$ cat config.mk
export PLATFORM = sky130hd
export DESIGN_NAME = coc_div
export DESIGN_NICKNAME = d
export VERILOG_FILES = /design/src/rtl/chunk_overlap_crossfade_unit_defines.svh /design/src/rtl/coc_div.sv
export SDC_FILE = /design/constraint.sdc
export NUM_CORES = 1
export LEC_CHECK = 0
export BUFFER_PORTS_ARGS = -buffer_cell sky130_fd_sc_hd__buf_2
export CAP_MARGIN = 20
export CORE_ASPECT_RATIO = 1.25
export CORE_UTILIZATION = 39
export DETAILED_ROUTE_END_ITERATION = 8
export GPL_ROUTABILITY_DRIVEN = 0
export PLACE_DENSITY_LB_ADDON = 0.05
export SLEW_MARGIN = 25
export SYNTH_ARGS = -nofsm -noshare
export SYNTH_HDL_FRONTEND = slang
export SYNTH_SLANG_ARGS = --single-unit
$ cat constraint.sdc
create_clock -name clk_i -period 2.5 [get_ports clk_i]
set_input_delay 0.375 -clock clk_i [delete_from_list [all_inputs] [get_ports clk_i]]
set_output_delay 0.375 -clock clk_i [all_outputs]
set_load 0.02 [all_outputs]
$ cat src/rtl/chunk_overlap_crossfade_unit_defines.svh
// ----------------------------------------------------------------------------
// Assertion macros for the chunk overlap crossfade unit
// Shared property wrappers, sampled on clk_i, disabled while rst_ni is low.
// ----------------------------------------------------------------------------
`ifndef CHUNK_OVERLAP_CROSSFADE_UNIT_DEFINES_SVH
`define CHUNK_OVERLAP_CROSSFADE_UNIT_DEFINES_SVH

// same-cycle implication
`define COC_ASSERT_IMP(lbl, ante, cons, msg) \
  lbl: assert property (@(posedge clk_i) disable iff (!rst_ni) (ante) |-> (cons)) \
    else $error(msg);

// next-cycle implication
`define COC_ASSERT_NXT(lbl, ante, cons, msg) \
  lbl: assert property (@(posedge clk_i) disable iff (!rst_ni) (ante) |=> (cons)) \
    else $error(msg);

`endif

$ cat src/rtl/coc_div.sv
// ----------------------------------------------------------------------------
// coc_div
// Restoring divider, one quotient bit per cycle; results hold until restart.
// ----------------------------------------------------------------------------
module coc_div #(
  parameter int unsigned NW = 8,
  parameter int unsigned DW = 14
) (
  input  logic          clk_i,
  input  logic          rst_ni,
  input  logic          start_i,
  input  logic [NW-1:0] dividend_i,
  input  logic [DW-1:0] divisor_i,
  output logic          done_o,
  output logic [NW-1:0] quo_o,
  output logic [DW-1:0] rem_o
);

  localparam int unsigned KW = $clog2(NW + 1);

  logic          run_q;
  logic          done_q;
  logic [KW-1:0] cnt_q;
  logic [NW-1:0] dvd_q;
  logic [NW-1:0] quo_q;
  logic [DW-1:0] rem_q;
  logic [DW-1:0] dsr_q;
  logic [DW:0]   trial;
  logic          ge;
  logic [DW:0]   diff;

  assign trial = {rem_q, dvd_q[NW-1]};
  assign ge    = trial >= {1'b0, dsr_q};
  assign diff  = trial - {1'b0, dsr_q};

  always_ff @(posedge clk_i or negedge rst_ni) begin
    if (!rst_ni) begin
      run_q  <= 1'b0;
      done_q <= 1'b0;
      cnt_q  <= '0;
    end else if (start_i) begin
      run_q  <= 1'b1;
      done_q <= 1'b0;
      cnt_q  <= KW'(NW);
    end else if (run_q) begin
      cnt_q <= cnt_q - 1'b1;
      if (cnt_q == KW'(1)) begin
        run_q  <= 1'b0;
        done_q <= 1'b1;
      end
    end
  end

  always_ff @(posedge clk_i) begin
    if (start_i) begin
      dvd_q <= dividend_i;
      dsr_q <= divisor_i;
      rem_q <= '0;
      quo_q <= '0;
    end else if (run_q) begin
      dvd_q <= dvd_q << 1;
      rem_q <= ge ? diff[DW-1:0] : trial[DW-1:0];
      quo_q <= {quo_q[NW-2:0], ge};
    end
  end

  assign done_o = done_q;
  assign quo_o  = quo_q;
  assign rem_o  = rem_q;

endmodule

# ---- Word level (Yosys, flattened, before mapping)
# Cells that the tools add are included.
dict set report totals {
  register_bits 50
  word_cells 25
}
dict set report op_classes {
  add_sub_neg 2
  order_cmp 1
  n_eq_ne 1
  mux 11
  reduce_logical 3
}
# operator count
set op_table {}
lappend op_table {{2-to-1 mux 8 bit} 2}
lappend op_table {{>= comparator 15 x 14 -> 1 bit} 1}
lappend op_table {{2-to-1 mux 14 bit} 1}
lappend op_table {{subtractor 14 bit} 1}
lappend op_table {{2-to-1 mux 4 bit} 2}
lappend op_table {{2-to-1 mux 1 bit} 6}
lappend op_table {{equality test 4 x 1 -> 1 bit, second input constant} 1}
lappend op_table {{nonzero test 2 bit} 2}
lappend op_table {{subtractor 4 x 1 -> 4 bit, second input constant} 1}
lappend op_table {{AND reduction 2 bit} 1}

# ---- Longest topological paths before layout
# Gate-level depths: netlist of the first run.
dict set report depth {
  ltp_word 4
  mapped_depth 11
}

# ---- Worst setup path before layout of the first run
# Ideal clock, no wire load.
dict set report synth_path {
  path_type {register -> register}
  from {reg rem_q[5], in the netlist rem_o[5]}
  to {reg rem_q[7], in the netlist rem_o[7]}
  setup_ps 88
  arrival_ps 2174
  required_time_ps 2412
  slack_ps 237
  stages_incl_launch_ff 11
  path_cell_list {dfxtp_1 -> ha_1 -> buf_2 -> a21o_1 -> nor2b_1 -> a2111o_1 -> nand3_2 -> buf_6 -> buf_12 -> o311ai_2 -> a311oi_2}
}
dict set report synth_via {
  elab_chain_cells 2
  word_cells_on_any_way 3
  cone_classes {1 x add/sub; 1 x order compare; 1 x mux}
}
# item line_no
set synth_rtl {}
lappend synth_rtl {{from (decl)} coc_div.sv:26} ;# logic [DW-1:0] rem_q;
lappend synth_rtl {{from (signal assigned)} coc_div.sv:62} ;# rem_q <= ge ? diff[DW-1:0] : trial[DW-1:0];
lappend synth_rtl {{subtractor 14 bit or >= comparator 15 x 14 -> 1 bit (tied branches)} {coc_div.sv:34, coc_div.sv:33}}
lappend synth_rtl {{2-to-1 mux 14 bit *} coc_div.sv:62}
# Mark *: on every way between the ends. The rest lies on a longest branch, timed or not.
# A chain may end at the register's enable or synchronous reset.

# ---- Worst setup path after layout of the first run
dict set report layout_path {
  from {reg dvd_q[7]}
  to {reg rem_q[10], in the netlist rem_o[10]}
}
dict set report layout_via {
  elab_chain_cells 2
  word_cells_on_any_way 3
  cone_classes {1 x add/sub; 1 x order compare; 1 x mux}
}
# item line_no
set layout_rtl {}
lappend layout_rtl {{from (decl)} coc_div.sv:24} ;# logic [NW-1:0] dvd_q;
lappend layout_rtl {{from (signal assigned)} coc_div.sv:56} ;# dvd_q <= dividend_i;
lappend layout_rtl {{from (signal assigned)} coc_div.sv:61} ;# dvd_q <= dvd_q << 1;
lappend layout_rtl {{subtractor 14 bit or >= comparator 15 x 14 -> 1 bit (tied branches)} {coc_div.sv:34, coc_div.sv:33}}
lappend layout_rtl {{2-to-1 mux 14 bit *} coc_div.sv:62}
# Marks and branches as above.

==> run_results.csv, run 1 <==
group,metric,value,unit
global_routing,grt_max_degree,27,
sta,min_period,2.363,ns
pwr,leakage,1.531,nW
clock_tree,cts_htree_levels,2,
pwr,p_comb_share,49.5,%
floorplan,die_h,96.99,µm
sta,finClkSkew,0.007372,ns
pwr,p_seq_share,33.8,%
global_routing,grt_pass1_vias,2186,
hold_path,hold_depth,1,
pwr,power.share.clock,16.7,%
synthesis,synthArstFlopShare,12.00,%
cells_and_area,antenna_cells,0,
synthesis,synth_seq_cells,50,
floorplan,coreArea,6977,µm²
cells_and_area,fin_nets,372,
sta,tightestPinTransition,0.7679,ns
cells_and_area,fin_area,3342,µm²
routing,drcViolationCount,0,
sta,holdWs,0.2387,ns
floorplan,dieArea,7564,µm²
clock_tree,cts_num_sinks,50,
worst_setup_path,path_class,"reg2reg",
sta,setup-tns-final,0,ns
clock_tree,cts_buffers,5,
clock_tree,clk_pin_slew,0.10,ns
floorplan,dieWidth,77.99,µm
sta,slew-limit-headroom,48.80,%
synthesis,yosysWarnings,0,
synthesis,yosys.area.top_type,"edfxtp_1",
synthesis,syn_nets,316,
synthesis,synth_area_per_cell,10.31,µm²
worst_setup_path,critical_path.cell_chain,"inv_1, ha_1, inv_1, fa_1, a211oi_2, o211ai_1, a31o_2, a21oi_1, xor2_1, o21ai_0",
cells_and_area,layout.cells.non_filler,420,
global_routing,grt_overflow,0,
routing,vias_per_cell,5.229,
worst_setup_path,required,2.69,ns
sta,setup_viol,0,
routing,wirelength,6073,µm
cells_and_area,fillCellCount,684,
placement,portBuffers,47,
placement,dp_cells,411,
synthesis,synthDistinctLibCells,54,
worst_setup_path,cp_slowest_stage_delay,0.43,ns
sta,fmax,0.4232,GHz
worst_setup_path,cp_top_family,"compound AO/OA/AOI/OAI gates",
routing,ant_nets,0,
pwr,power_switching,1.378,mW
worst_setup_path,cp-end-kind,"register",
routing,drt-wirelength-per-cell,14.46,µm
worst_setup_path,start_kind,"register",
global_routing,grt_pass1_wl,10270,µm
routing,first_iter_violations,67,
worst_setup_path,cp.depth,10,
worst_setup_path,cp.arrival,2.55,ns
synthesis,yosysSeqAreaShare,44.44,%
pwr,fin_total_pwr,3.481,mW
clock_tree,clk_latency,0.30,ns
sta,rsz0062_at_grt,"false",
placement,place_area,3203,µm²
clock_tree,clk_path_buf_depth,2,
sta,hold_viol,0,
synthesis,synth-main-ff-cell,"edfxtp_1",
floorplan,start_util,40.35,%
global_routing,grt_util_all_layers,17.25,%
worst_setup_path,cp_common_cell,"inv_1",
pwr,p_int,2.103,mW
global_routing,antenna_found_initial,0,
worst_setup_path,crit_fanout,3,
placement,dpl.hpwl,4506,µm
sta,slew_viol_final,0,
synthesis,yosys-top-cells-area,"edfxtp_1 23%, dfxtp_1 16%, ha_1 7.6%",
placement,dpl_worst_slack,0.07585,ns
synthesis,synth_edf_count,22,
pwr,switching_share,39.58,%
synthesis,synth_cells,273,
clock_tree,post-cts-setup-buffer-count,0,
floorplan,ios,48,
worst_setup_path,path_buf_inv,2,
sta,fin_ws,0.1370,ns
pwr,power.density,1042,nW/µm²
pwr,peakVddDrop,383.8,µV
clock_tree,cts_tree,"built",
job,max_cap_violations,0,
sta,period_share,94.52,%
routing,vias,2196,
clock_tree,cts_root_buffer,"clkbuf_8",
cells_and_area,area_growth,18.71,%
routing,first_pass_iters,4,
outcome,outcome,"complete, no violations",
synthesis,synth_top_area_share,23.47,%
floorplan,rows,34,
cells_and_area,final_util,47.90,%
hold_path,hp-class,"in2reg",
synthesis,synth_area,2815,µm²
worst_setup_path,slowest_stage,"fa_1",
worst_setup_path,ff2ff_path_depth,10,
cells_and_area,drive_gt1_share,27.27,%
==> power by group through the flow <==
stage	Clock, mW	Combinational (mW)	Sequential [mW]
floorplan	0	1.15	1.29
global placement	0	1.71	1.20
detailed placement	0	1.69	1.20
CTS	0.605	1.71	1.18
global route	0.634	1.91	1.20
finish	0.580	1.72	1.18
==> what timing repair did <==
action	4_1_cts	5_1_grt
hold endpoints to repair	6	0
hold buffers	1	0
gates resized for setup	0	6
setup endpoints to repair	0	6
==> final cells by class <==
type | instances | area [µm²] | area share [%]
Tap cell | 90 | 112.6 | 3.370
Sequential cell | 50 | 1251 | 37.44
Inverter | 20 | 75.07 | 2.246
Multi-Input combinational cell | 187 | 1420 | 42.49
Timing Repair Buffer | 65 | 372.9 | 11.16
Clock buffer | 6 | 72.57 | 2.171
Clock inverter | 2 | 37.54 | 1.123
==> path summary, 6_finish.rpt <==
kind                               startpoint                endpoint  slack, ns
setup / recovery           dvd_q[7]$_DFFE_PP_  rem_o[10]$_SDFFE_PP0P_       0.14
hold / removal                  divisor_i[10]     dsr_q[10]$_DFFE_PP_       0.24
setup reg to reg           dvd_q[7]$_DFFE_PP_  rem_o[10]$_SDFFE_PP0P_       0.14
hold reg to reg            done_o$_DFFE_PN0P_      done_o$_DFFE_PN0P_       0.51
max in group asynchronous              rst_ni    cnt_q[0]$_DFFE_PN0P_       1.94
min in group asynchronous              rst_ni    cnt_q[2]$_DFFE_PN0P_       0.42
==> synth_stat cells, types with 3 or more instances <==
master and n:
nor2_1 26, dfxtp_1 22, edfxtp_1 22, inv_1 20
ha_1 17, mux2i_1 16, nand2_1 14, a211oi_1 11
a21oi_1 11, clkbuf_1 9, mux2_2 7, nand2b_1 7
nand3_1 7, a21o_1 6, dfrtp_1 6, o21ai_0 6
xnor2_1 6, xor2_1 6, buf_2 3, o211ai_1 3
==> routing by layer <==
layer | vias to the layer above | GRT usage (%) | wire length (µm)
li1 | 1094 | - | -
met1 | 1039 | 20.51 | 2605
met2 | 49 | 30.29 | 3088
met3 | 14 | 2.736 | 231
met4 | 0 | 7.550 | 147
met5 | - | 0 | 0
==> logic make-up after synthesis <==
kind of cell / synth area share [%]
compound gates: 15.56
xor+xnor: 3.733
fa+ha+maj: 8.267
buf+inv: 5.778
flops: 44.44
mux: 8.489
simple gates: 13.73
==> registers in the layout, indices dropped and copies added, names as in the netlist <==
| signal | count |
|---|---|
| cnt_q | 4 |
| done_o | 1 |
| dsr_q | 14 |
| dvd_q | 8 |
| quo_o | 8 |
| rem_o | 14 |
| run_q | 1 |
==> placed cells by master (no fill, tap or decap), drive strengths merged, types with 11 or more instances in the layout <==
cell | synthesis | layout
buf | 7 | 64
nor2 | 26 | 26
edfxtp | 22 | 22
dfxtp | 22 | 22
inv | 20 | 20
ha | 17 | 17
mux2i | 16 | 16
nand2 | 14 | 14
a21oi | 11 | 11
a211oi | 11 | 11
No activity file was read; power rests on OpenSTA's default activity.
==> run 2, diff against run 1 <==
--- a/config.mk
+++ b/config.mk
@@ -9,9 +9,11 @@
 export CAP_MARGIN = 20
 export CORE_ASPECT_RATIO = 1.25
 export CORE_UTILIZATION = 39
+export CTS_BUF_LIST = sky130_fd_sc_hd__clkbuf_16
 export DETAILED_ROUTE_END_ITERATION = 8
 export GPL_ROUTABILITY_DRIVEN = 0
 export PLACE_DENSITY_LB_ADDON = 0.05
+export RECOVER_POWER = 25
 export SLEW_MARGIN = 25
 export SYNTH_ARGS = -nofsm -noshare
 export SYNTH_HDL_FRONTEND = slang
==> run_results.csv, run 2 (same netlist as run 1, synthesis figures left out) <==
group,metric,value,unit
outcome,outcome,"complete, no violations",
sta,finClkSkew,0.006760,ns
clock_tree,clk_latency,0.29,ns
routing,drt-wirelength-per-cell,14.49,µm
sta,fin_ws,0.1329,ns
routing,ant_nets,0,
sta,tightestPinTransition,1.287,ns
cells_and_area,final_util,48.64,%
worst_setup_path,cp.arrival,2.50,ns
clock_tree,cts_buffers,5,
routing,wirelength,6086,µm
job,max_cap_violations,0,
routing,first_iter_violations,84,
placement,place_area,3203,µm²
sta,slew_viol_final,0,
sta,min_period,2.367,ns
global_routing,grt_max_degree,27,
hold_path,hp-class,"in2reg",
global_routing,antenna_found_initial,0,
routing,vias_per_cell,5.255,
floorplan,die_h,96.99,µm
floorplan,coreArea,6977,µm²
pwr,leakage,1.557,nW
floorplan,dieWidth,77.99,µm
sta,setup_viol,0,
worst_setup_path,crit_fanout,11,
worst_setup_path,cp-end-kind,"register",
placement,dpl_worst_slack,0.07585,ns
cells_and_area,area_growth,20.53,%
cells_and_area,antenna_cells,0,
pwr,peakVddDrop,352.7,µV
global_routing,grt_util_all_layers,17.43,%
worst_setup_path,cp_slowest_stage_delay,0.46,ns
clock_tree,cts_root_buffer,"clkbuf_16",
clock_tree,cts_tree,"built",
cells_and_area,final_cell_mix,"45 x buf_2, 26 x nor2_1, 22 x edfxtp_1, 22 x dfxtp_1, 21 x inv_1",
sta,fmax,0.4225,GHz
worst_setup_path,critical_path.cell_chain,"inv_1, ha_1, o211ai_1, a21o_1, a2111o_1, nand3_4, buf_4, mux2i_1, a211oi_1",
hold_path,hp-start,"divisor_i[0]",
worst_setup_path,path_class,"reg2reg",
pwr,fin_total_pwr,3.670,mW
floorplan,dieArea,7564,µm²
clock_tree,clk_path_buf_depth,2,
placement,portBuffers,47,
worst_setup_path,slowest_stage,"a2111o_1",
clock_tree,clk_pin_slew,0.07,ns
placement,dpl.hpwl,4506,µm
worst_setup_path,r2r_start,"dsr_q[2]$_DFFE_PP_",
sta,slew-limit-headroom,14.20,%
global_routing,grt_pass1_vias,2211,
cells_and_area,layout_commonest_cell,"buf_2",
floorplan,rows,34,
worst_setup_path,start_kind,"register",
sta,hold_viol,0,
global_routing,grt_pass1_wl,10340,µm
routing,first_pass_iters,4,
worst_setup_path,reg2reg_slack,0.13,ns
routing,vias,2207,
cells_and_area,drive_gt1_share,26.36,%
cells_and_area,fin_nets,372,
cells_and_area,fin_area,3393,µm²
floorplan,ios,48,
global_routing,grt_overflow,0,
worst_setup_path,required,2.63,ns
sta,setup-tns-final,0,ns
hold_path,hold_depth,1,
clock_tree,cts_htree_levels,2,
sta,rsz0062_at_grt,"false",
routing,drcViolationCount,0,
clock_tree,cts_num_sinks,50,
pwr,power.density,1082,nW/µm²
worst_setup_path,rr_endpoint,"rem_o[8]$_SDFFE_PP0P_",
worst_setup_path,ff2ff_path_depth,9,
sta,period_share,94.68,%
floorplan,start_util,40.35,%
hold_path,holdPathEnd,"dsr_q[0]$_DFFE_PP_",
## run 2: changes by cell type in the layout (fill, tap and decap cells not counted)
| cell | previous run | this run |
|---|---|---|
| buf_2 | 47 | 45 |
| ha_2 | 2 | 1 |
| clkbuf_16 | 0 | 5 |
| clkbuf_1 | 1 | 2 |
| inv_1 | 20 | 21 |
| clkbuf_8 | 5 | 0 |
| ha_1 | 15 | 16 |
## run 2: metal layers
layer	GRT usage (%)	vias to the layer above	part of all wire [%]
met5	0	-	0
met4	7.692	0	2.5
met3	3.302	14	3.8
met2	30.70	50	52
met1	20.28	1049	42
li1	-	1094	-
## run 2: worst max-delay path by stage
stage                                startpoint                     end  slack [ns]  cells past startpoint
after floorplan           rem_o[5]$_SDFFE_PP0P_   rem_o[7]$_SDFFE_PP0P_        0.24                     10
after global placement       dvd_q[7]$_DFFE_PP_  rem_o[10]$_SDFFE_PP0P_        0.07                     10
after detailed placement     dvd_q[7]$_DFFE_PP_   rem_o[8]$_SDFFE_PP0P_        0.08                     10
after CTS                    dvd_q[7]$_DFFE_PP_   rem_o[8]$_SDFFE_PP0P_        0.04                     10
after global routing         dsr_q[2]$_DFFE_PP_   rem_o[8]$_SDFFE_PP0P_       0.003                      9
final                        dsr_q[2]$_DFFE_PP_   rem_o[8]$_SDFFE_PP0P_        0.13                      9
## run 2: layout make-up
class                      count  area [µm²]
clock buffer                   5       125.1
inverter                      20       75.07
sequential                    50        1251
multi-input combinational    187        1418
clock inverter                 3       41.29
tap                           90       112.6
timing repair buffer          65       370.4
fill                         680        3583
## run 2: stage by stage
stage,instances,hold slack (ns)
2_1_floorplan,273,0.07941
3_3_place_gp,411,0.2100
3_5_place_dp,411,0.2086
4_1_cts,420,0.2529
5_1_grt,420,0.2443
6_report,420,0.2561
## run 2: report_power, final
group	total, mW	internal (mW)	switching [mW]
Sequential	1.18	1.03	0.147
Clock	0.775	0.469	0.306
Combinational	1.72	0.770	0.947
Total	3.67	2.27	1.40
## run 2: critical path: cells and delay by family (launching register included)
kind / cells / cell delay, ns
AOI/OAI and AO/OA: 4 / 0.88
adders and majority gates: 1 / 0.39
and+or+nand+nor: 1 / 0.19
buffers and inverters: 2 / 0.22
muxes: 1 / 0.20
DFF: 1 / 0.32
## run 2: timing repair
item                                    in CTS  in global routing
resized for setup                            0                  5
endpoints found under the hold margin        6                  0
setup buffers                                0                  0
endpoints found under the setup margin       0                  3
hold buffers                                 1                  0
