==> config.mk <==
export PLATFORM = sky130hd
export DESIGN_NAME = coc_rom
export DESIGN_NICKNAME = d
export VERILOG_FILES = /design/src/rtl/chunk_overlap_crossfade_unit_defines.svh /design/src/rtl/coc_pkg.sv /design/src/rtl/coc_rom.sv
export SDC_FILE = /design/constraint.sdc
export NUM_CORES = 1
export LEC_CHECK = 0
export BUFFER_PORTS_ARGS = -buffer_cell sky130_fd_sc_hd__buf_2
export CAP_MARGIN = 20
export CORE_MARGIN = 4
export CORE_UTILIZATION = 30
export CTS_BUF_LIST = sky130_fd_sc_hd__clkbuf_16
export DETAILED_ROUTE_END_ITERATION = 6
export PLACE_DENSITY = 0.51
export SLEW_MARGIN = 20
export SYNTH_ARGS = -nofsm -noshare
export SYNTH_HDL_FRONTEND = slang
export SYNTH_SLANG_ARGS = --single-unit
==> constraint.sdc <==
create_clock -name clk_i -period 2.45 [get_ports clk_i]
set_input_delay 0.49 -clock clk_i [delete_from_list [all_inputs] [get_ports clk_i]]
set_output_delay 0.49 -clock clk_i [all_outputs]
set_load 0.01 [all_outputs]
==> src/rtl/chunk_overlap_crossfade_unit_defines.svh <==
// ----------------------------------------------------------------------------
// Assertion macros for the chunk overlap crossfade unit
// Shared property wrappers, sampled on clk_i, disabled while rst_ni is low.
// ----------------------------------------------------------------------------
`ifndef CHUNK_OVERLAP_CROSSFADE_UNIT_DEFINES_SVH
`define CHUNK_OVERLAP_CROSSFADE_UNIT_DEFINES_SVH

// same-cycle implication
`define COC_ASSERT_IMP(lbl, ante, cons, msg) \
  lbl: assert property (@(posedge clk_i) disable iff (!rst_ni) (ante) |-> (cons)) \
    else $error(msg);

// next-cycle implication
`define COC_ASSERT_NXT(lbl, ante, cons, msg) \
  lbl: assert property (@(posedge clk_i) disable iff (!rst_ni) (ante) |=> (cons)) \
    else $error(msg);

`endif

==> src/rtl/coc_pkg.sv <==
// ----------------------------------------------------------------------------
// coc_pkg
// Codes, fixed widths and the raised-cosine table builder.
// ----------------------------------------------------------------------------
package coc_pkg;

  typedef enum logic [1:0] {
    OP_LOAD  = 2'd0,
    OP_DRAIN = 2'd1,
    OP_FLUSH = 2'd2
  } opcode_e;

  typedef enum logic [1:0] {
    STAT_OK       = 2'd0,
    STAT_BUSY     = 2'd1,
    STAT_EMPTY    = 2'd2,
    STAT_OVERFLOW = 2'd3
  } status_e;

  localparam logic [1:0] CFG_FRAME     = 2'd0;
  localparam logic [1:0] CFG_LOOKAHEAD = 2'd1;
  localparam logic [1:0] CFG_BLEND     = 2'd2;

  localparam int unsigned FRAME_W = 13;
  localparam int unsigned LOOK_W  = 5;
  localparam int unsigned BLEND_W = 13;
  localparam int unsigned HIST_W  = 7;
  localparam int unsigned PROD_W  = HIST_W + FRAME_W;
  localparam int unsigned CFG_W   = 13;
  localparam int unsigned WGT_W   = 16;

  localparam logic [FRAME_W-1:0] FRAME_RESET = 13'd1024;
  localparam logic [63:0] ONE_Q30 = 64'd1073741824;
  localparam logic [63:0] PI_Q30  = 64'd3373259426;

  // Q30 Taylor cosine folded about pi/2, rounded to a Q1.15 Hann weight
  function automatic logic [WGT_W-1:0] hann_entry(logic [63:0] theta, logic rising);
    logic [63:0] t2;
    logic [63:0] h;
    logic [63:0] term;
    logic [63:0] v;
    t2   = (theta * theta) >> 30;
    h    = ONE_Q30;
    term = ((t2 * h) >> 30) / 64'd132;
    h    = (term > ONE_Q30) ? 64'd0 : ONE_Q30 - term;
    term = ((t2 * h) >> 30) / 64'd90;
    h    = (term > ONE_Q30) ? 64'd0 : ONE_Q30 - term;
    term = ((t2 * h) >> 30) / 64'd56;
    h    = (term > ONE_Q30) ? 64'd0 : ONE_Q30 - term;
    term = ((t2 * h) >> 30) / 64'd30;
    h    = (term > ONE_Q30) ? 64'd0 : ONE_Q30 - term;
    term = ((t2 * h) >> 30) / 64'd12;
    h    = (term > ONE_Q30) ? 64'd0 : ONE_Q30 - term;
    term = ((t2 * h) >> 30) / 64'd2;
    h    = (term > ONE_Q30) ? 64'd0 : ONE_Q30 - term;
    v    = rising ? ((ONE_Q30 - h) >> 1) : ((ONE_Q30 + h) >> 1);
    return WGT_W'((v + 64'd16384) >> 15);
  endfunction

endpackage

==> src/rtl/coc_rom.sv <==
// ----------------------------------------------------------------------------
// coc_rom
// Raised-cosine weight table, registered read.
// ----------------------------------------------------------------------------
module coc_rom #(
  parameter int unsigned T = 256
) (
  input  logic                          clk_i,
  input  logic [$clog2(T)-1:0]          idx_i,
  output logic [coc_pkg::WGT_W-1:0]     w_o
);

  localparam int unsigned IW = $clog2(T);

  logic [coc_pkg::WGT_W-1:0] tbl [T];
  logic [coc_pkg::WGT_W-1:0] w_q;

  for (genvar k = 0; k < T; k++) begin : g_tbl
    localparam logic [63:0] LAST  = 64'(T - 1);
    localparam logic [63:0] KK    = 64'(k);
    localparam logic [63:0] M     = (2 * KK <= LAST) ? KK : LAST - KK;
    localparam logic [63:0] THETA = (coc_pkg::PI_Q30 * M + LAST / 2) / LAST;
    assign tbl[k] = coc_pkg::hann_entry(THETA, (2 * KK <= LAST));
  end

  always_ff @(posedge clk_i) begin
    if ({1'b0, idx_i} < (IW+1)'(T)) begin
      w_q <= tbl[idx_i];
    end else begin
      w_q <= '0;
    end
  end

  assign w_o = w_q;

endmodule

Word level (Yosys, flattened, before mapping)
Memory sizes are Yosys's and may differ from the RTL's. A register that Yosys moved wholly into a read port is not among the register bits.
Index checks and enable logic that the tools add are counted.
{ "word_totals": {"romBits": 4096, "out_inout_bits": 16, "reg_bits": 0, "input_bits": 9, "mem_count": 1} }
{ "memory_table": {"columns": ["memory", "depth", "word_bits", "rd", "rd_clocked_by_memory_dff", "wr", "line", "text"], "rows": [
  ["(name not given)", 256, 16, 1, 1, 0, "coc_rom.sv:28", "w_q <= tbl[idx_i];"]
]} }
{ "classes": {"n_bitwise": 1} }
{ "ops": {"columns": ["operator", "count"], "rows": [
  ["NOT 8 -> 9 bit", 1]
]} }

Depth between registers and ports, before layout
Gate-level depths: netlist (run 1).
{ "depth": {"word_depth": 1, "ltp_mapped": 12, "ltp_nobuf": 8} }

Worst setup path after synthesis (run 1)
Ideal clock, no wire load.
{ "synth_timing": {"path_type": "input to register", "from": "input port idx_i[1]", "to": "register w_q (netlist bit w_o[4])", "path_buffers": 3, "path_stages": 10, "t_arrival_ns": 2.531, "setup_slack_ns": -0.203, "t_required_ns": 2.328, "cell_sequence": "buf_2 -> buf_2 -> inv_1 -> ha_1 -> buf_2 -> nor2b_1 -> o21ai_0 -> a221oi_1 -> o221ai_1 -> o311a_1"} }
{ "synth_between": {"elab_chain_cells": 1} }
{ "synth_rtl": {"columns": ["element", "line", "text"], "rows": [
  ["start, declared", "coc_rom.sv:9", "input logic [$clog2(T)-1:0] idx_i,"],
  ["NOT 8 -> 9 bit (implied by the code)", "coc_rom.sv:28", null],
  ["end, declared", "coc_rom.sv:16", "logic [coc_pkg::WGT_W-1:0] w_q;"]
]} }
Every way passes these cells.

Worst setup path in the final report (run 1)
{ "layout_timing": {"from": "input port idx_i[1]", "to": "register w_q (netlist bit w_o[0])"} }
The elaborated chain is that of the path after synthesis.

==> results of run 1 <==
==> timing repair <==
action | CTS | global route
gates resized for setup | 3 | 9
gates cloned | 0 | 0
hold endpoints to repair | 0 | 0
pin swaps | 0 | 0
setup endpoints to repair | 3 | 6
==> power breakdown <==
part / leakage [uW] / internal [uW] / switching [uW]
combinational: 0.00266 / 625 / 896
clock: 0.0000385 / 218 / 143
sequential: 0.000135 / 294 / 10.9
==> stage by stage <==
| stage | setup TNS, ns | util, % | worst slack (ns) | instance area, um2 | std cells |
|---|---|---|---|---|---|
| 6_report | 0 | 43.7 | 0.0193 | 6890 | 1158 |
| 5_1_grt | -0.00138 | 43.7 | -0.00138 | 6890 | 1158 |
| 4_1_cts | 0 | 43.5 | 0.0553 | 6860 | 1158 |
| 3_5_place_dp | -2.08 | 43.0 | -0.351 | 6780 | 1154 |
| 3_3_place_gp | -2.28 | 43.0 | -0.358 | 6780 | 1154 |
| 2_1_floorplan | 0 | - | 0.00513 | 4820 | 767 |
==> worst min path at each step <==
stage          slack [ns]     start  cells past startpoint      end
3_3_place_gp         0.88   w_o[12]                      1  w_o[12]
5_1_grt              0.80  idx_i[7]                      3  w_o[14]
3_5_place_dp         0.89   w_o[14]                      1  w_o[14]
6_report             0.78  idx_i[7]                      3  w_o[14]
2_1_floorplan        0.71  idx_i[6]                      2  w_o[15]
4_1_cts              0.77  idx_i[7]                      3  w_o[14]
==> placed cells by master, fill, tap and decap left out, drive strengths merged, types with 3 or more instances in the layout <==
cell	count
a211oi	24
a32oi	4
o311a	3
a221oi	9
or3	5
or2	9
a211o	7
nor3	28
nand2	82
o211ai	21
a21o	4
ha	17
buf	268
o221ai	5
o22ai	10
clkbuf	3
and2	4
a21oi	71
nor4	4
a311o	3
nor2b	19
a221o	4
a32o	5
o31ai	4
o311ai	12
a31oi	29
inv	13
nor2	50
nand3	27
nand4	7
and3	5
nand3b	6
dfxtp	16
a2111oi	4
o21a	4
o21ai	83
nand2b	27
a311oi	18
==> worst max-delay path: cells and delay by family <==
kind	cells	cell delay, ns
buf+inv	5	0.66
fa+ha+maj	1	0.38
compound gates	5	1.07
==> final cells by class <==
type	instances	area [um2]
clock buffers	3	75.1
repair buffers	268	2200
flip-flops and latches	16	320
fillers	1716	8880
multi-input cells	641	3980
well taps	216	270
clock inverters	1	3.75
inverters	13	51.3
==> layer usage <==
metal  vias to the layer above  wire length (um)
li1                       3285                 -
met1                      3525             13300
met2                       602             14100
met3                       136              3450
met4                         0              1950
met5                         -                 0
==> logic make-up (layout without fill, tap and decap cells) <==
logic type                 after synthesis  in the layout
AOI/OAI and AO/OA                      344            344
adders and majority gates               17             17
buffers and inverters                  110            285
DFF                                     16             16
muxes                                    3              3
and+or+nand+nor                        277            277
==> flow_metrics.py, run 1 <==
metrics = {
    "outcome": {
        "outcome": "finished clean",
    },
    "floorplanning": {
        "die_y_um": 135,
        "die_w_um": 135,
        "initial_core_util_pct": 30.5,
        "pin_count": 25,
        "core_area_um2": 15800,
        "rows": 46,
        "die_area_um2": 18100,
    },
    "global_routing": {
        "use_met3_pct": 6.15,
        "grt_usage_pct": 35.2,
        "grt_overflow": 0,
        "grt_pass1_wl_mm": 47.7,
        "grt_pass1_vias": 6900,
        "grt.busiest_layer": "met2",
        "grt_max_degree": 49,
        "grt_util_met1_pct": 48.1,
        "grt_util_met2_pct": 54.2,
        "antenna_found_initial": 0,
    },
    "sta": {
        "worstMarginPinSlew_ns": 0.901,
        "finalCritPeriodShare_pct": 99.2,
        "setup_viol": 0,
        "holdWs_ns": 0.782,
        "max_freq_mhz": 411,
        "slew_headroom_pct": 39.7,
        "drv_slew": 0,
        "hold_viol": 0,
        "min_period_ns": 2.43,
    },
    "cells_and_area": {
        "largest_register_ffs": 16,
        "layout-drive-gt1-share_pct": 32.0,
        "nNetsFinal": 969,
        "syn_to_final_growth_pct": 43.4,
        "diodes": 0,
    },
    "worst_hold_path": {
        "min_path_type": "input port to flop",
    },
    "placed_design": {
        "place.gp.congestion": 1.06,
        "port_buffers": 24,
        "dpl.hpwl_mm": 25.4,
    },
    "synthesis": {
        "async_reset_ff_share_pct": 0,
        "synth_top_area_share_pct": 8.23,
        "synthCells": 767,
        "yosysUniqueCellTypes": 74,
        "netlist.top_cell.by_area": "o21ai_0",
        "synth.area.top_cells": "o21ai_0 8.2%, a21oi_1 7.3%, dfxtp_1 6.7%",
        "synth_compound_gate_area_share_pct": 48.0,
        "ys.warnings.count": 0,
        "synth_area_um2": 4810,
        "synth_edf_count": 0,
        "syn_avg_cell_area_um2": 6.27,
        "synth_fa_ha_area_share_pct": 4.43,
        "ys_ff_latch": 16,
        "synth.top_cells.by_count": "80 x nand2_1, 79 x o21ai_0, 70 x a21oi_1",
        "synth_mux_area_share_pct": 1.15,
        "synth_simple_gate_area_share_pct": 28.4,
        "synth_top_family_by_area": "compound AO/OA/AOI/OAI gates",
        "synth.most_common_cell": "nand2_1",
        "synthXorXnorAreaFrac_pct": 0,
        "synth_nets": 793,
        "synthFlopType": "dfxtp_1",
        "ys_seq_area_share_pct": 6.66,
    },
    "setup_path": {
        "crit_top_cell": "buf_4",
        "cp_max_fo": 7,
        "critPathArrivalTime_ns": 2.62,
        "cp_slowest_cell": "a211oi_1",
        "required_ns": 2.64,
        "path_cells": "buf_2, inv_4, buf_4, ha_1, buf_4, buf_4, o21ai_0, a211oi_1, o21ai_0, o2111ai_1, o22a_1",
        "setup.worst_path.end": "w_o[0]",
        "end_kind": "flop",
        "criticalPathCategory": "input port to flop",
        "crit_path_max_incr_delay_ns": 0.47,
        "crit_start": "idx_i[1]",
        "start_kind": "input port",
    },
    "cts": {
        "cts_tree": "built",
        "post_cts_buffers": 0,
        "cts_buffer_depth": 2,
        "root_buffer": "clkbuf_16",
        "cts-buffers-inserted": 3,
        "ctsHoldBuffers": 0,
        "htree_levels": 1,
        "clk_pin_slew_worst_paths_ns": 0.06,
        "clkSinkCount": 16,
    },
    "detailed_routing": {
        "ant_nets": 0,
        "drc": 0,
        "firstDrtPassIters": 5,
        "vias": 7548,
        "wl_per_cell_um": 28.3,
        "via_per_inst": 6.52,
        "drtIter0Drc": 1272,
        "wirelength_mm": 32.8,
    },
    "job": {
        "max-cap-violations": 0,
    },
    "pwr": {
        "fin_total_pwr_uw": 2190,
        "powerDensity_nw_per_um2": 317,
        "p_leak_uw": 0.00284,
        "ir_drop_v": 0.000219,
    },
}
(Power assumes the default switching activity.)
==> inputs of run 2 (changes only) <==
Settings changed: CORE_UTILIZATION 30 to 45, PLACE_DENSITY 0.51 to 0.69, TNS_END_PERCENT set to 30.
==> run 2 against run 1 <==
  * The flow now finishes with violations (design-rule violations)
  * Critical path depth shrank 2
  * First-iteration DRC count up 36%
  * Design area is 7.3% lower
  * Die area decreased by 32%
  * Final cell count fell by 10%
  * Clock-buffer cell count did not move
  * Largest cell class unchanged
  * Sequential power increased by 1%
==> flow_metrics.py, run 2 (synthesis gave the netlist of run 1 again) <==
metrics = {
    "outcome": {
        "violations": "design-rule violations",
        "outcome": "finished, violations left",
    },
    "cells_and_area": {
        "nNetsFinal": 929,
        "largest_register_ffs": 16,
        "finish.utilization_pct": 61.6,
        "diodes": 0,
        "fin_cells": 1038,
        "layout_commonest_cell": "buf_4",
        "syn_to_final_growth_pct": 33.0,
        "layout-drive-gt1-share_pct": 28.3,
        "design_area_um2": 6390,
        "final_cell_mix": "194 x buf_4, 80 x nand2_1, 78 x o21ai_0",
    },
    "floorplanning": {
        "die_y_um": 111,
        "die_area_um2": 12400,
        "pin_count": 25,
        "initial_core_util_pct": 46.3,
        "core_area_um2": 10400,
        "die_w_um": 111,
        "rows": 37,
    },
    "sta": {
        "worstMarginPinSlew_ns": 0.865,
        "slew_headroom_pct": 41.7,
        "setup_viol": 0,
        "max_freq_mhz": 411,
        "min_period_ns": 2.43,
        "hold_viol": 0,
        "finalCritPeriodShare_pct": 99.3,
        "grt_setup_unrepaired": "yes",
        "holdWs_ns": 0.675,
        "final.setup.tns_ns": 0,
        "drv_slew": 0,
    },
    "pwr": {
        "power.internal_uw": 1080,
        "power_frac_seq_pct": 14.6,
        "p_switching_uw": 1040,
        "powerDensity_nw_per_um2": 331,
        "p_sw_share_pct": 49.1,
        "ir_drop_v": 0.000246,
        "pwr-share-comb_pct": 67.7,
        "pwr-share-clk_pct": 17.7,
        "p_leak_uw": 0.00262,
    },
    "setup_path": {
        "cp_max_fo": 8,
        "critPathArrivalTime_ns": 2.61,
        "start_kind": "input port",
        "required_ns": 2.62,
        "criticalPathCategory": "input port to flop",
        "end_kind": "flop",
    },
    "cts": {
        "cts_buffer_depth": 2,
        "clk_pin_slew_worst_paths_ns": 0.07,
        "cts-buffers-inserted": 3,
        "root_buffer": "clkbuf_16",
        "htree_levels": 1,
        "cts_tree": "built",
        "clkSinkCount": 16,
        "ctsHoldBuffers": 0,
    },
    "detailed_routing": {
        "drtIter0Drc": 1735,
        "wirelength_mm": 30.3,
        "ant_nets": 0,
        "firstDrtPassIters": 7,
        "drc": 10,
        "vias": 7817,
        "via_per_inst": 7.53,
        "wl_per_cell_um": 29.2,
    },
    "placed_design": {
        "dpl.hpwl_mm": 22.7,
        "place.gp.congestion": 1.19,
        "dpl-instance-area_um2": 6300,
        "placed_cells": 1034,
        "port_buffers": 24,
    },
    "global_routing": {
        "grt_pass1_vias": 7271,
        "grt_usage_pct": 46.7,
        "antenna_found_initial": 0,
        "grt_overflow": 0,
        "grt_pass1_wl_mm": 45.1,
        "grt_max_degree": 47,
    },
    "worst_hold_path": {
        "min_path_type": "input port to flop",
    },
    "job": {
        "max-cap-violations": 0,
    },
}
run 2: changes by cell type in the layout (fill, tap and decap cells not counted), moves of 2 or more:
cell,delta
buf_4,-34
buf_12,-6
ha_1,+2
ha_2,-2
nor2_1,+2
nor2_2,-2
run 2: what timing repair did:
action / 4_1_cts / 5_1_grt
buffers inserted: 0 / 0
endpoints found under the setup margin: 0 / 7
gates resized for setup: 0 / 6
run 2: cell type report:
cell class / count / area (um2)
fillers: 994 / 3980
multi-input cells: 641 / 3950
repair buffers: 228 / 1820
flip-flops and latches: 16 / 320
well taps: 136 / 170
clock buffers: 3 / 75.1
inverters: 13 / 51.3
clock inverters: 1 / 3.75
run 2: path summary, 6_finish.rpt:
| check | start | endpoint | depth (start not counted) |
|---|---|---|---|
| worst max-delay path | idx_i[1] | w_o[9] | 9 |
| worst min-delay path | idx_i[4] | w_o[15] | 3 |
run 2: power by group through the flow:
stage / registers [uW] / logic, uW / clock network, uW
3_5_place_dp: 314 / 1330 / 0
6_report: 308 / 1430 / 373
5_1_grt: 310 / 1470 / 371
2_1_floorplan: 326 / 701 / 0
4_1_cts: 308 / 1340 / 358
3_3_place_gp: 313 / 1340 / 0
run 2: critical path, stage by stage:
cell      delay [ns]
buf_2           0.13
buf_12          0.15
buf_4           0.18
nor2b_1         0.15
nor3_1          0.56
o21a_1          0.24
a211oi_1        0.08
or4_1           0.51
o21ai_0         0.12
run 2: routing by layer:
layer	routed length, um	share of wire (%)	vias up	GRT usage, %
li1	-	-	3197	-
met1	10400	34	3488	58.5
met2	11700	39	862	65.5
met3	4940	16	268	15.9
met4	3200	11	2	34.5
met5	52	0.17	-	4.71
run 2: stage by stage:
step	power, uW	setup slack [ns]
2_1_floorplan	1030	-0.0173
3_3_place_gp	1650	-0.213
3_5_place_dp	1650	-0.205
4_1_cts	2010	0.0528
5_1_grt	2150	-0.0288
6_report	2110	0.0178
==> inputs of run 3 (changes only) <==
Settings changed: CORE_MARGIN 4 to not set.
==> run 3 against run 2 <==
  * The flow finishes with violations (negative setup slack)
  * Clock-buffer cell count stayed put
  * Combinational power is 3% lower
  * Design area is 2.4% lower
  * Maximum frequency is 0.98% lower
  * Flip-flop and latch count stayed put
  * Setup slack worse by 0.024 ns
  * Critical path type unchanged
  * Largest power group unchanged
  * Power is 3.1% lower
  * Worst hold slack worse by 0.015 ns
  * First-iteration DRC count is 11% lower
==> flow_metrics.py, run 3 (synthesis gave the netlist of run 1 again) <==
metrics = {
    "outcome": {
        "outcome": "finished, violations left",
        "violations": "negative setup slack",
    },
    "floorplanning": {
        "die_area_um2": 11100,
        "die_w_um": 105,
        "die_y_um": 105,
        "initial_core_util_pct": 46.6,
        "rows": 37,
        "pin_count": 25,
        "core_area_um2": 10300,
    },
    "sta": {
        "slew_headroom_pct": 56.4,
        "hold_viol": 0,
        "max_freq_mhz": 407,
        "min_period_ns": 2.46,
        "holdWs_ns": 0.661,
        "worstMarginPinSlew_ns": 0.653,
        "drv_slew": 0,
        "finalCritPeriodShare_pct": 100,
        "fin_ws_ns": -0.00615,
        "final.setup.tns_ns": -0.00615,
        "grt_setup_unrepaired": "no",
        "setup_viol": 1,
    },
    "detailed_routing": {
        "drtIter0Drc": 1552,
        "wl_per_cell_um": 28.6,
        "drc": 0,
        "via_per_inst": 7.44,
        "firstDrtPassIters": 7,
        "wirelength_mm": 29.3,
        "ant_nets": 0,
        "vias": 7613,
    },
    "cells_and_area": {
        "fillers": 1017,
        "fin_cells": 1023,
        "layout-drive-gt1-share_pct": 27.3,
        "diodes": 0,
        "ff_latch_area_um2": 320,
        "design_area_um2": 6240,
        "final_cell_mix": "184 x buf_4, 80 x nand2_1, 78 x o21ai_0",
        "layout_commonest_cell": "buf_4",
        "largest_register_ffs": 16,
        "multiInputGateArea_um2": 3950,
        "nNetsFinal": 915,
        "syn_to_final_growth_pct": 29.8,
    },
    "global_routing": {
        "grt_util_met1_pct": 63.1,
        "antenna_found_initial": 1,
        "grt_overflow": 0,
        "grt_usage_pct": 52.8,
        "grt_pass1_vias": 7210,
        "use_met3_pct": 21.8,
        "grt_max_degree": 56,
        "grt.busiest_layer": "met2",
        "grt_util_met2_pct": 75.2,
        "grt_pass1_wl_mm": 43.8,
    },
    "cts": {
        "htree_levels": 1,
        "cts_tree": "built",
        "clkSinkCount": 16,
        "post_cts_buffers": 0,
        "cts-buffers-inserted": 3,
        "ctsHoldBuffers": 0,
        "clk_pin_slew_worst_paths_ns": 0.06,
        "root_buffer": "clkbuf_16",
        "cts_buffer_depth": 2,
    },
    "setup_path": {
        "start_kind": "input port",
        "critPathArrivalTime_ns": 2.59,
        "cp_slowest_cell": "ha_1",
        "crit_buf_inv": 2,
        "crit_path_max_incr_delay_ns": 0.36,
        "path_delay_family": "compound AO/OA/AOI/OAI gates",
        "criticalPathCategory": "input port to flop",
        "path_cells": "buf_2, ha_1, buf_4, or2_2, o21ai_2, a221o_1, o211ai_1, a211oi_1, nor3_1",
        "cp_max_fo": 7,
        "required_ns": 2.59,
        "end_kind": "flop",
    },
    "placed_design": {
        "placed_cells": 1020,
        "dpl.hpwl_mm": 21.8,
        "pre_cts_slack_ns": -0.349,
        "place.gp.congestion": 1.19,
        "port_buffers": 24,
        "dpl-instance-area_um2": 6150,
    },
    "pwr": {
        "powerDensity_nw_per_um2": 328,
        "p_leak_uw": 0.00252,
        "ir_drop_v": 0.000312,
    },
    "job": {
        "max-cap-violations": 0,
    },
    "worst_hold_path": {
        "min_path_type": "input port to flop",
    },
}
## run 3: metal layers
layer | vias up | routed length (um)
met1 | 3377 | 10000
li1 | 3165 | -
met3 | 240 | 5070
met4 | 0 | 2810
met5 | - | 0
met2 | 831 | 11400
## run 3: what timing repair did
| action | 4_1_cts | 5_1_grt |
|---|---|---|
| endpoints found under the setup margin | 2 | 9 |
| gates resized for setup | 2 | 4 |
| pin swaps | 0 | 1 |
## run 3: worst paths after layout
kind                 start       to  slack (ns)  cells past startpoint
hold / removal    idx_i[4]  w_o[15]        0.66                      3
setup / recovery  idx_i[0]   w_o[5]      -0.006                      9
## run 3: through the flow
stage / total power, uW / utilization [%]
after floorplan: 1030 / -
after global placement: 1610 / 59.5
after detailed placement: 1610 / 59.5
after CTS: 1950 / 60.3
after global routing: 2100 / 60.4
final: 2050 / 60.4
## run 3: power by group
| group | internal (uW) | leakage, uW | switching, uW | total (uW) |
|---|---|---|---|---|
| combinational | 542 | 0.00235 | 851 | 1390 |
| sequential | 294 | 0.000135 | 12.9 | 307 |
| clock | 216 | 0.0000370 | 131 | 347 |
## run 3: cell type report
class,instances,share of cell area [%]
multi-input combinational,641,63.3
timing repair buffer,214,26.7
sequential,16,5.13
tap,136,2.73
clock buffer,3,1.20
inverter,13,0.882
